<file path="config.mk">
export PLATFORM = sky130hd
export DESIGN_NAME = meter_frame_checker_and_number_parser
export DESIGN_NICKNAME = d
export VERILOG_FILES = /design/src/hw/rtl/mfc_pkg.sv /design/src/hw/rtl/meter_frame_checker_and_number_parser.sv /design/src/hw/rtl/mfc_parser.sv /design/src/hw/rtl/mfc_out_queue.sv
export SDC_FILE = /design/constraint.sdc
export NUM_CORES = 1
export LEC_CHECK = 0
export ABC_CLOCK_PERIOD_IN_PS = 7100
export BUFFER_PORTS_ARGS = -buffer_cell sky130_fd_sc_hd__buf_2
export CAP_MARGIN = 15
export CORE_UTILIZATION = 30
export CTS_CLUSTER_SIZE = 28
export DETAILED_ROUTE_END_ITERATION = 8
export SETUP_SLACK_MARGIN = 0.15
export SKIP_LAST_GASP = 1
export SYNTH_ARGS = -nofsm -noshare
export SYNTH_HDL_FRONTEND = slang
export SYNTH_HIERARCHICAL = 1
export SYNTH_SLANG_ARGS = --single-unit
export TNS_END_PERCENT = 50
</file>
<file path="constraint.sdc">
create_clock -name i_clk -period 7.1 [get_ports i_clk]
set_input_delay 1.065 -clock i_clk [delete_from_list [all_inputs] [get_ports i_clk]]
set_output_delay 1.065 -clock i_clk [all_outputs]
set_load 0.02 [all_outputs]
</file>
<file path="src/hw/rtl/mfc_pkg.sv">
package mfc_pkg;

    // Fields closed per reply before parsing stops
    localparam int MAX_FIELDS = 8;

    // Configuration register indexes
    localparam logic [1:0] CFG_CHECK_MODE = 2'd0;
    localparam logic [1:0] CFG_LIST_MODE  = 2'd1;
    localparam logic [1:0] CFG_START_CHAR = 2'd2;

    // Configuration reset values
    localparam logic [1:0] RST_CHECK_MODE = 2'd2;
    localparam logic       RST_LIST_MODE  = 1'b0;
    localparam logic [6:0] RST_START_CHAR = 7'h28;

    // Check modes
    localparam logic [1:0] CHK_SLASH = 2'd0;
    localparam logic [1:0] CHK_ACK   = 2'd1;

    // Verdict codes
    localparam logic [1:0] ST_OK        = 2'd0;
    localparam logic [1:0] ST_BAD_FIRST = 2'd1;
    localparam logic [1:0] ST_BCC_BAD   = 2'd2;

    // Result kinds
    localparam logic KIND_VALUE   = 1'b0;
    localparam logic KIND_VERDICT = 1'b1;

    // Characters (parity stripped)
    localparam logic [6:0] CH_NUL    = 7'h00;
    localparam logic [6:0] CH_ACK    = 7'h06;
    localparam logic [6:0] CH_CR     = 7'h0d;
    localparam logic [6:0] CH_RPAREN = 7'h29;
    localparam logic [6:0] CH_COMMA  = 7'h2c;
    localparam logic [6:0] CH_DOT    = 7'h2e;
    localparam logic [6:0] CH_SLASH  = 7'h2f;
    localparam logic [6:0] CH_ZERO   = 7'h30;
    localparam logic [6:0] CH_NINE   = 7'h39;

    // Fraction characters counted at most
    localparam logic [2:0] MAX_DECIMALS = 3'd4;

    typedef struct packed {
        logic [7:0] rx_byte;
        logic       last;
    } t_in_item;

    typedef struct packed {
        logic        kind;
        logic [2:0]  field_index;
        logic [31:0] value;
        logic [2:0]  decimals;
        logic [1:0]  status;
        logic [3:0]  fields_found;
        logic        final_res;
    } t_res;

    // Results produced by one accepted byte
    typedef struct packed {
        logic [1:0] cnt;
        t_res       r0;
        t_res       r1;
    } t_push;

    // Scale factor for a given decimal count
    function automatic logic [13:0] pow10(input logic [2:0] n);
        logic [13:0] p;
        case (n)
            3'd0:    p = 14'd1;
            3'd1:    p = 14'd10;
            3'd2:    p = 14'd100;
            3'd3:    p = 14'd1000;
            default: p = 14'd10000;
        endcase
        return p;
    endfunction

endpackage

</file>
<file path="src/hw/rtl/meter_frame_checker_and_number_parser.sv">
// Channel   Direction  Handshake          Payload
// input     in         i_valid / o_ready  i_in  (rx_byte, last)
// result    out        o_valid / i_ready  o_out (kind .. final_res)
// config    in         i_cfg_we           i_cfg_idx, i_cfg_data
//
// One byte is taken per cycle while the input is ready; it yields zero, one or two results in the
// same cycle, written into a three-entry output queue.
// A byte that closes a field on the last byte gives two results; the
// result port hands them out in turn, one transfer per cycle while i_ready is high.
// The input is ready while the queue can hold two more results.
// Synchronous active-low reset clears parse state, configuration and queue.
module meter_frame_checker_and_number_parser (
    input  logic              i_clk,
    input  logic              i_rst_n,
    input  logic              i_cfg_we,
    input  logic [1:0]        i_cfg_idx,
    input  logic [6:0]        i_cfg_data,
    input  logic              i_valid,
    output logic              o_ready,
    input  mfc_pkg::t_in_item i_in,
    output logic              o_valid,
    input  logic              i_ready,
    output mfc_pkg::t_res     o_out
);
    import mfc_pkg::*;

    t_push push;
    logic  accept;

    assign accept = i_valid && o_ready;

    // Parse bytes and keep the block check
    mfc_parser u_parser (
        .i_clk      (i_clk),
        .i_rst_n    (i_rst_n),
        .i_cfg_we   (i_cfg_we),
        .i_cfg_idx  (i_cfg_idx),
        .i_cfg_data (i_cfg_data),
        .i_accept   (accept),
        .i_in       (i_in),
        .o_push     (push)
    );

    // Hold results for the output channel
    mfc_out_queue u_queue (
        .i_clk      (i_clk),
        .i_rst_n    (i_rst_n),
        .i_push     (push),
        .o_in_ready (o_ready),
        .o_valid    (o_valid),
        .i_ready    (i_ready),
        .o_out      (o_out)
    );

endmodule

</file>
<file path="src/hw/rtl/mfc_parser.sv">
module mfc_parser (
    input  logic              i_clk,
    input  logic              i_rst_n,
    input  logic              i_cfg_we,
    input  logic [1:0]        i_cfg_idx,
    input  logic [6:0]        i_cfg_data,
    input  logic              i_accept,
    input  mfc_pkg::t_in_item i_in,
    output mfc_pkg::t_push    o_push
);
    import mfc_pkg::*;

    typedef enum logic [3:0] {
        PH_SEEK = 4'b0001,
        PH_INT  = 4'b0010,
        PH_FRAC = 4'b0100,
        PH_DONE = 4'b1000
    } t_phase;

    logic [1:0]  r_check_mode;
    logic        r_list_mode;
    logic [6:0]  r_start_char;

    t_phase      r_phase,    n_phase;
    logic [31:0] r_int_acc,  n_int_acc;
    logic        r_int_open, n_int_open;
    logic [13:0] r_frac_acc, n_frac_acc;
    logic [2:0]  r_frac_cnt, n_frac_cnt;
    logic        r_frac_open, n_frac_open;
    logic [3:0]  r_fld_cnt,  n_fld_cnt;
    logic [6:0]  r_bcc,      n_bcc;
    logic [6:0]  r_first,    n_first;
    logic        r_seen,     n_seen;

    logic [6:0]  b;
    logic        is_last;
    logic        digit;
    logic [3:0]  digit_val;
    logic        close;
    logic [4:0]  fld_inc;
    logic [45:0] prod;
    logic [31:0] field_value;
    logic [6:0]  first_eff;
    logic [1:0]  status;
    t_res        res_val;
    t_res        res_vrd;

    assign b         = i_in.rx_byte[6:0];
    assign is_last   = i_in.last;
    assign digit     = b inside {[CH_ZERO:CH_NINE]};
    assign digit_val = 4'(b - CH_ZERO);
    assign fld_inc   = {1'b0, r_fld_cnt} + 5'd1;

    // Scale the integer run and add the fraction run
    assign prod        = r_int_acc * pow10(r_frac_cnt);
    assign field_value = prod[31:0] + {18'd0, r_frac_acc};

    // Write configuration
    always_ff @(posedge i_clk) begin
        if (!i_rst_n) begin
            r_check_mode <= RST_CHECK_MODE;
            r_list_mode  <= RST_LIST_MODE;
            r_start_char <= RST_START_CHAR;
        end else if (i_cfg_we) begin
            case (i_cfg_idx)
                CFG_CHECK_MODE: r_check_mode <= i_cfg_data[1:0];
                CFG_LIST_MODE:  r_list_mode  <= i_cfg_data[0];
                CFG_START_CHAR: r_start_char <= i_cfg_data;
                default: ;
            endcase
        end
    end

    // Parse one byte and update the reply state
    always_comb begin
        n_phase     = r_phase;
        n_int_acc   = r_int_acc;
        n_int_open  = r_int_open;
        n_frac_acc  = r_frac_acc;
        n_frac_cnt  = r_frac_cnt;
        n_frac_open = r_frac_open;
        n_fld_cnt   = r_fld_cnt;
        n_bcc       = r_bcc;
        n_first     = r_first;
        n_seen      = r_seen;
        close       = 1'b0;

        case (r_phase)
            PH_SEEK: begin
                if (b == r_start_char) begin
                    n_int_acc   = '0;
                    n_int_open  = 1'b1;
                    n_frac_acc  = '0;
                    n_frac_cnt  = '0;
                    n_frac_open = 1'b1;
                    n_phase     = PH_INT;
                end else if (b == CH_NUL) begin
                    n_phase = PH_DONE;
                end
            end
            PH_INT, PH_FRAC: begin
                if (b == CH_RPAREN || (r_list_mode && b == CH_COMMA)) begin
                    close     = 1'b1;
                    n_fld_cnt = fld_inc[3:0];
                    if (b == CH_RPAREN || !r_list_mode || fld_inc >= 5'(MAX_FIELDS)) begin
                        n_phase = PH_DONE;
                    end else begin
                        n_int_acc   = '0;
                        n_int_open  = 1'b1;
                        n_frac_acc  = '0;
                        n_frac_cnt  = '0;
                        n_frac_open = 1'b1;
                        n_phase     = PH_INT;
                    end
                end else if (b == CH_CR || b == CH_NUL) begin
                    n_phase = PH_DONE;
                end else if (r_phase == PH_INT) begin
                    if (b == CH_DOT) begin
                        n_int_open = 1'b0;
                        n_phase    = PH_FRAC;
                    end else if (r_int_open && digit) begin
                        n_int_acc = (r_int_acc << 3) + (r_int_acc << 1) + {28'd0, digit_val};
                    end else begin
                        n_int_open = 1'b0;
                    end
                end else if (r_frac_cnt < MAX_DECIMALS) begin
                    if (r_frac_open && digit) begin
                        n_frac_acc = (r_frac_acc << 3) + (r_frac_acc << 1)
                                   + {10'd0, digit_val};
                    end else begin
                        n_frac_open = 1'b0;
                    end
                    n_frac_cnt = r_frac_cnt + 3'd1;
                    if (n_frac_cnt >= MAX_DECIMALS) begin
                        n_frac_open = 1'b0;
                    end
                end
            end
            default: ;
        endcase

        // Capture the first byte, fold the rest but the last into the block check
        if (!r_seen) begin
            n_first = b;
            n_seen  = 1'b1;
        end else if (!is_last) begin
            n_bcc = r_bcc ^ b;
        end

        // Clear everything at the end of a reply
        if (is_last) begin
            n_phase     = PH_SEEK;
            n_int_acc   = '0;
            n_int_open  = 1'b1;
            n_frac_acc  = '0;
            n_frac_cnt  = '0;
            n_frac_open = 1'b1;
            n_fld_cnt   = '0;
            n_bcc       = '0;
            n_first     = '0;
            n_seen      = 1'b0;
        end
    end

    // Form the verdict
    assign first_eff = r_seen ? r_first : b;

    always_comb begin
        case (r_check_mode)
            CHK_SLASH: status = (first_eff == CH_SLASH) ? ST_OK : ST_BAD_FIRST;
            CHK_ACK:   status = (first_eff == CH_ACK) ? ST_OK : ST_BAD_FIRST;
            default:   status = (r_bcc == b) ? ST_OK : ST_BCC_BAD;
        endcase
    end

    always_comb begin
        res_val.kind         = KIND_VALUE;
        res_val.field_index  = r_fld_cnt[2:0];
        res_val.value        = field_value;
        res_val.decimals     = r_frac_cnt;
        res_val.status       = ST_OK;
        res_val.fields_found = fld_inc[3:0];
        res_val.final_res    = !is_last;

        res_vrd.kind         = KIND_VERDICT;
        res_vrd.field_index  = '0;
        res_vrd.value        = '0;
        res_vrd.decimals     = '0;
        res_vrd.status       = status;
        res_vrd.fields_found = close ? fld_inc[3:0] : r_fld_cnt;
        res_vrd.final_res    = 1'b1;
    end

    // Hand the results of an accepted byte to the queue
    always_comb begin
        o_push.cnt = i_accept ? {1'b0, close} + {1'b0, is_last} : 2'd0;
        o_push.r0  = close ? res_val : res_vrd;
        o_push.r1  = res_vrd;
    end

    // Advance reply state on each transfer
    always_ff @(posedge i_clk) begin
        if (!i_rst_n) begin
            r_phase     <= PH_SEEK;
            r_int_acc   <= '0;
            r_int_open  <= 1'b1;
            r_frac_acc  <= '0;
            r_frac_cnt  <= '0;
            r_frac_open <= 1'b1;
            r_fld_cnt   <= '0;
            r_bcc       <= '0;
            r_first     <= '0;
            r_seen      <= 1'b0;
        end else if (i_accept) begin
            r_phase     <= n_phase;
            r_int_acc   <= n_int_acc;
            r_int_open  <= n_int_open;
            r_frac_acc  <= n_frac_acc;
            r_frac_cnt  <= n_frac_cnt;
            r_frac_open <= n_frac_open;
            r_fld_cnt   <= n_fld_cnt;
            r_bcc       <= n_bcc;
            r_first     <= n_first;
            r_seen      <= n_seen;
        end
    end

endmodule

</file>
<file path="src/hw/rtl/mfc_out_queue.sv">
module mfc_out_queue (
    input  logic           i_clk,
    input  logic           i_rst_n,
    input  mfc_pkg::t_push i_push,
    output logic           o_in_ready,
    output logic           o_valid,
    input  logic           i_ready,
    output mfc_pkg::t_res  o_out
);
    import mfc_pkg::*;

    t_res       r_slot [0:2];
    t_res       n_slot [0:2];
    logic [1:0] r_cnt, n_cnt;
    logic       pop;
    logic [1:0] base;

    assign o_valid = (r_cnt != 2'd0);
    assign o_out   = r_slot[0];
    assign pop     = o_valid && i_ready;
    assign base    = r_cnt - {1'b0, pop};

    // Room for two more results after this cycle's transfer
    assign o_in_ready = (r_cnt <= 2'd1) || (r_cnt == 2'd2 && pop);

    // Shift on pop, fill behind the remaining entries
    always_comb begin
        for (int i = 0; i < 3; i++) begin
            n_slot[i] = r_slot[i];
            if (pop && i < 2) begin
                n_slot[i] = r_slot[(i < 2) ? i + 1 : i];
            end
            if (i_push.cnt != 2'd0 && base == 2'(i)) begin
                n_slot[i] = i_push.r0;
            end else if (i_push.cnt == 2'd2 && base + 2'd1 == 2'(i)) begin
                n_slot[i] = i_push.r1;
            end
        end
        n_cnt = base + i_push.cnt;
    end

    always_ff @(posedge i_clk) begin
        for (int i = 0; i < 3; i++) begin
            r_slot[i] <= n_slot[i];
        end
    end

    always_ff @(posedge i_clk) begin
        if (!i_rst_n) begin
            r_cnt <= 2'd0;
        end else begin
            r_cnt <= n_cnt;
        end
    end

    // Results arrive only on an accepted byte
    a_push_ready: assert property (@(posedge i_clk) disable iff (!i_rst_n)
        (i_push.cnt != 2'd0) |-> o_in_ready)
        else $error("results pushed while queue not ready");

    // A full queue takes no byte
    a_full_stall: assert property (@(posedge i_clk) disable iff (!i_rst_n)
        (r_cnt == 2'd3) |-> !o_in_ready)
        else $error("byte accepted into full queue");

    // A stalled head holds
    a_head_hold: assert property (@(posedge i_clk) disable iff (!i_rst_n)
        (o_valid && !i_ready) |=> (o_out == $past(o_out)))
        else $error("head result changed while stalled");

    // Occupancy tracks pushes and pops
    a_count: assert property (@(posedge i_clk) disable iff (!i_rst_n)
        1'b1 |=> (r_cnt == $past(r_cnt - {1'b0, pop} + i_push.cnt)))
        else $error("queue count out of step");

endmodule

</file>
==> summary.md <==
• drt pass-1 iters: 5
• Synth Flop Type: sky130_fd_sc_hd__edfxtp_1
• most repeated library cell on the critical path: sky130_fd_sc_hd__fa_1
• total gr overflow: 0
• Power per Cell Area: 165.2 mW/mm²
• detailed-routed wire length on met2: 28.93 mm
• largest cells by area after synthesis: sky130_fd_sc_hd__fa_1 21%, sky130_fd_sc_hd__edfxtp_1 17%, sky130_fd_sc_hd__ha_1 9.6%
• sequential share of the synthesized area: 24.26%
• FF+latch count, synth: 224
• worst hold path endpoint: u_parser/r_frac_open
• die span in y: 285.9 µm
• residual DRC count: 0
• largest net degree at the start of global routing: 85
• top-area cell type share of the netlist area: 20.70%
• most frequent cell after synthesis: sky130_fd_sc_hd__inv_1
• final wirelength: 60.34 mm
• flop2flop setup slack: -160 ps
• number of instances in the synthesized netlist: 2,597
• share of the cycle needed by the critical path after routing: 102.2%
• htree depth: 1
• warning count from the yosys run: 6
• slew at the pin with the worst max-slew slack: 1107 ps
• post-detailed-placement cell area: 0.02637 mm²
• average detailed-routed wire length per instance: 15.99 µm
• Highest Clock Rate: 137.8 MHz
• number of vias per cell: 4.870
• initial core utilization: 30.46%
• fraction of registers with async set or reset after synthesis: 0%
• die area: 0.08174 mm²
• max capacitance violation total: 0
• sequential cell area: 0.005872 mm²
• via count of the first global-routing pass: 18,300
• final worst setup slack: -156.6 ps
• Top Layer Used: met5
• area occupied by multi-input gates: 0.01652 mm²
• Reg-to-Reg Start: u_parser/r_frac_cnt[0]
• proportion of layout cells with a drive suffix above 1: 18.39%
• peak per-stage delay on the critical path: 530 ps
• Nets: 3,162
• outcome: finished, violations left
• worst r2r dst: u_queue/r_slot[0][131]
• min-delay worst type: flop to flop
• Reg clk slew, reported paths: 70 ps
• Max IR drop VDD: 0.0001939 V
• placeable core region: 0.07939 mm²
• Netlist cell types: 75
• number of enable-type register cells in the synthesized netlist: 138
• CTS tree: done
• relative slew slack: 26.22%
• clock tree skew after final layout: 29.14 ps
• global-route wire length before repair: 97.64 mm
• reg2reg path depth: 31
• maximum root-to-sink buffer count: 3
• horizontal extent of the die: 285.9 µm
• number of antenna violations at the first check in global routing: 2
• cell area after technology mapping: 0.02418 mm²
• routed metal-1 wire length: 27.24 mm
• final-report hold violation count: 0
• crit path time final: 7257 ps
• Rows: 103
• hold_sp: u_parser/r_frac_open
• critical path required time: 7420 ps
• I/O Pins: 71
• peak fanout along the critical path: 7
• violated checks: negative setup slack
• number of nets still failing antenna checks after routing: 0
• Post-Synthesis Mean Instance Area: 9.311 µm²
• Worst Setup Path Type: flop to flop
• fin. max-slew vios: 0
• Synth top cells by count: 315 x sky130_fd_sc_hd__inv_1, 250 x sky130_fd_sc_hd__fa_1, 213 x sky130_fd_sc_hd__nand2_1
• Layout Area Growth over Synthesis: 15.40%
• insertion delay to the later sink of the worst-skew pair: 590 ps
• final setup violation count: 16
• type of element capturing the critical path: flop
• antenna cell count: 0
• gpl congestion: 0.8469
• Slowest cell on crit path: sky130_fd_sc_hd__fa_1
• total number of clock tree sinks: 224
• most area-hungry cell type in the Yosys netlist: sky130_fd_sc_hd__fa_1
• met3 WL: 2.690 mm
• worst hold slack: 488.6 ps
• Hold Path Cell Cnt: 1
• CP arrival: 7580 ps
• number of violations reported at the end of detailed-routing iteration 0: 1,139
• total routing resource utilization after global routing: 14.61%
• Leak: 12.32 nW
• number of buffers added on ports: 69
• launching element type of the critical path: flop
• Num CTS Buffers: 26
• vias after detailed routing: 18,380
• Post-Layout Inst Area: 0.02790 mm²
• Filler cells: 8,055
• Final HPWL DP: 44.24 mm
• setup repair after global routing missed its margin: yes
• cell chosen for the clock root: sky130_fd_sc_hd__clkbuf_16
• # hold bufs at CTS: 0
-- cell families after synthesis --
kind of cell / share of synthesized area (%)
muxes: 2.805
buffers and inverters: 10.70
AOI/OAI and AO/OA: 11.73
other: 0.03106
xor gates and xnor gates: 3.778
adders and majority gates: 30.27
DFF: 24.26
and+or+nand+nor: 16.43
-- state kept, by name, indices dropped and copies added (netlist names) --
register / cells
u_queue/r_slot: 138
u_parser/r_int_acc: 32
u_parser/r_frac_acc: 14
u_parser/r_bcc: 7
u_parser/r_first: 7
u_parser/r_start_char: 7
u_parser/r_fld_cnt: 4
u_parser/r_phase: 4
u_parser/r_frac_cnt: 3
u_parser/r_check_mode: 2
u_queue/r_cnt: 2
u_parser/r_frac_open: 1
u_parser/r_int_open: 1
u_parser/r_list_mode: 1
u_parser/r_seen: 1
-- stage by stage --
step | setup WS (ps) | util, % | TNS (ps) | power (mW) | std cells
5_1_grt | -407.6 | 35.15 | -8276 | 4.817 | 3774
3_5_place_dp | -330.4 | 33.21 | -4312 | 3.217 | 3696
4_1_cts | -172.6 | 34.95 | -1148 | 4.634 | 3768
6_report | -156.6 | 35.15 | -1439 | 4.609 | 3774
2_1_floorplan | 87.56 | - | 0 | 2.959 | 2635
3_3_place_gp | -254.2 | 33.21 | -2809 | 3.202 | 3696
-- how the worst max path moves through the flow --
stage          slack, ps  cells after the start                   start                      to
2_1_floorplan         90                     31  u_parser/r_frac_cnt[0]  u_queue/r_slot[0][131]
5_1_grt             -410                     31  u_parser/r_frac_cnt[0]  u_queue/r_slot[0][131]
6_report            -160                     31  u_parser/r_frac_cnt[0]  u_queue/r_slot[0][131]
3_3_place_gp        -250                     26  u_parser/r_frac_cnt[0]  u_queue/r_slot[0][133]
3_5_place_dp        -330                     28  u_parser/r_frac_cnt[0]  u_queue/r_slot[0][133]
4_1_cts             -170                     30  u_parser/r_frac_cnt[0]  u_queue/r_slot[0][131]
-- cell type report --
cell class              count  share of cell area (%)
well taps                1050                   4.708
flip-flops and latches    224                   21.04
clock inverters            14                  0.4977
clock buffers              34                   2.623
repair buffers            295                   7.690
inverters                 315                   4.246
multi-input cells        1842                   59.19
-- cell usage in the layout, fill, tap and decap left out, drive strengths merged, types with 71 or more instances in the layout --
cell type | synthesis | routed
nor3 | 114 | 114
nand2 | 213 | 213
nor2 | 77 | 77
and2 | 84 | 84
ha | 185 | 185
inv | 315 | 316
o21ai | 152 | 152
edfxtp | 138 | 138
dfxtp | 86 | 86
buf | 143 | 295
fa | 250 | 250
nor2b | 71 | 71
a31oi | 102 | 102
-- metal layers --
| layer | track usage [%] | up-vias |
|---|---|---|
| met5 | 0 | - |
| li1 | - | 8897 |
| met1 | 19.46 | 9011 |
| met4 | 3.797 | 4 |
| met3 | 1.746 | 80 |
| met2 | 24.97 | 388 |
-- worst max-delay path, delay by kind of cell, from the launching register on --
family,cells,cell delay [ps]
buffers and inverters,10,950
adder cells (fa/ha/maj),8,3150
AO/OA/AOI/OAI,3,850
multiplexers,1,280
AND/OR/NAND/NOR,8,1240
XOR/XNOR,1,150
flip-flops,1,390
-- power breakdown --
part / internal [mW] / total [mW] / switching, mW / leakage [nW]
clock: 0.801 / 1.40 / 0.603 / 0.421
combinational: 0.361 / 1.42 / 1.06 / 9.93
sequential: 1.72 / 1.78 / 0.0639 / 1.98
-- repair_timing --
action                                  CTS  global route
endpoints found under the setup margin   39            49
pin swaps                                62            20
setup buffers                            22             6
gates resized for setup                  78            29
gates cloned                              2             0
No activity file was read; power rests on OpenSTA's default activity.
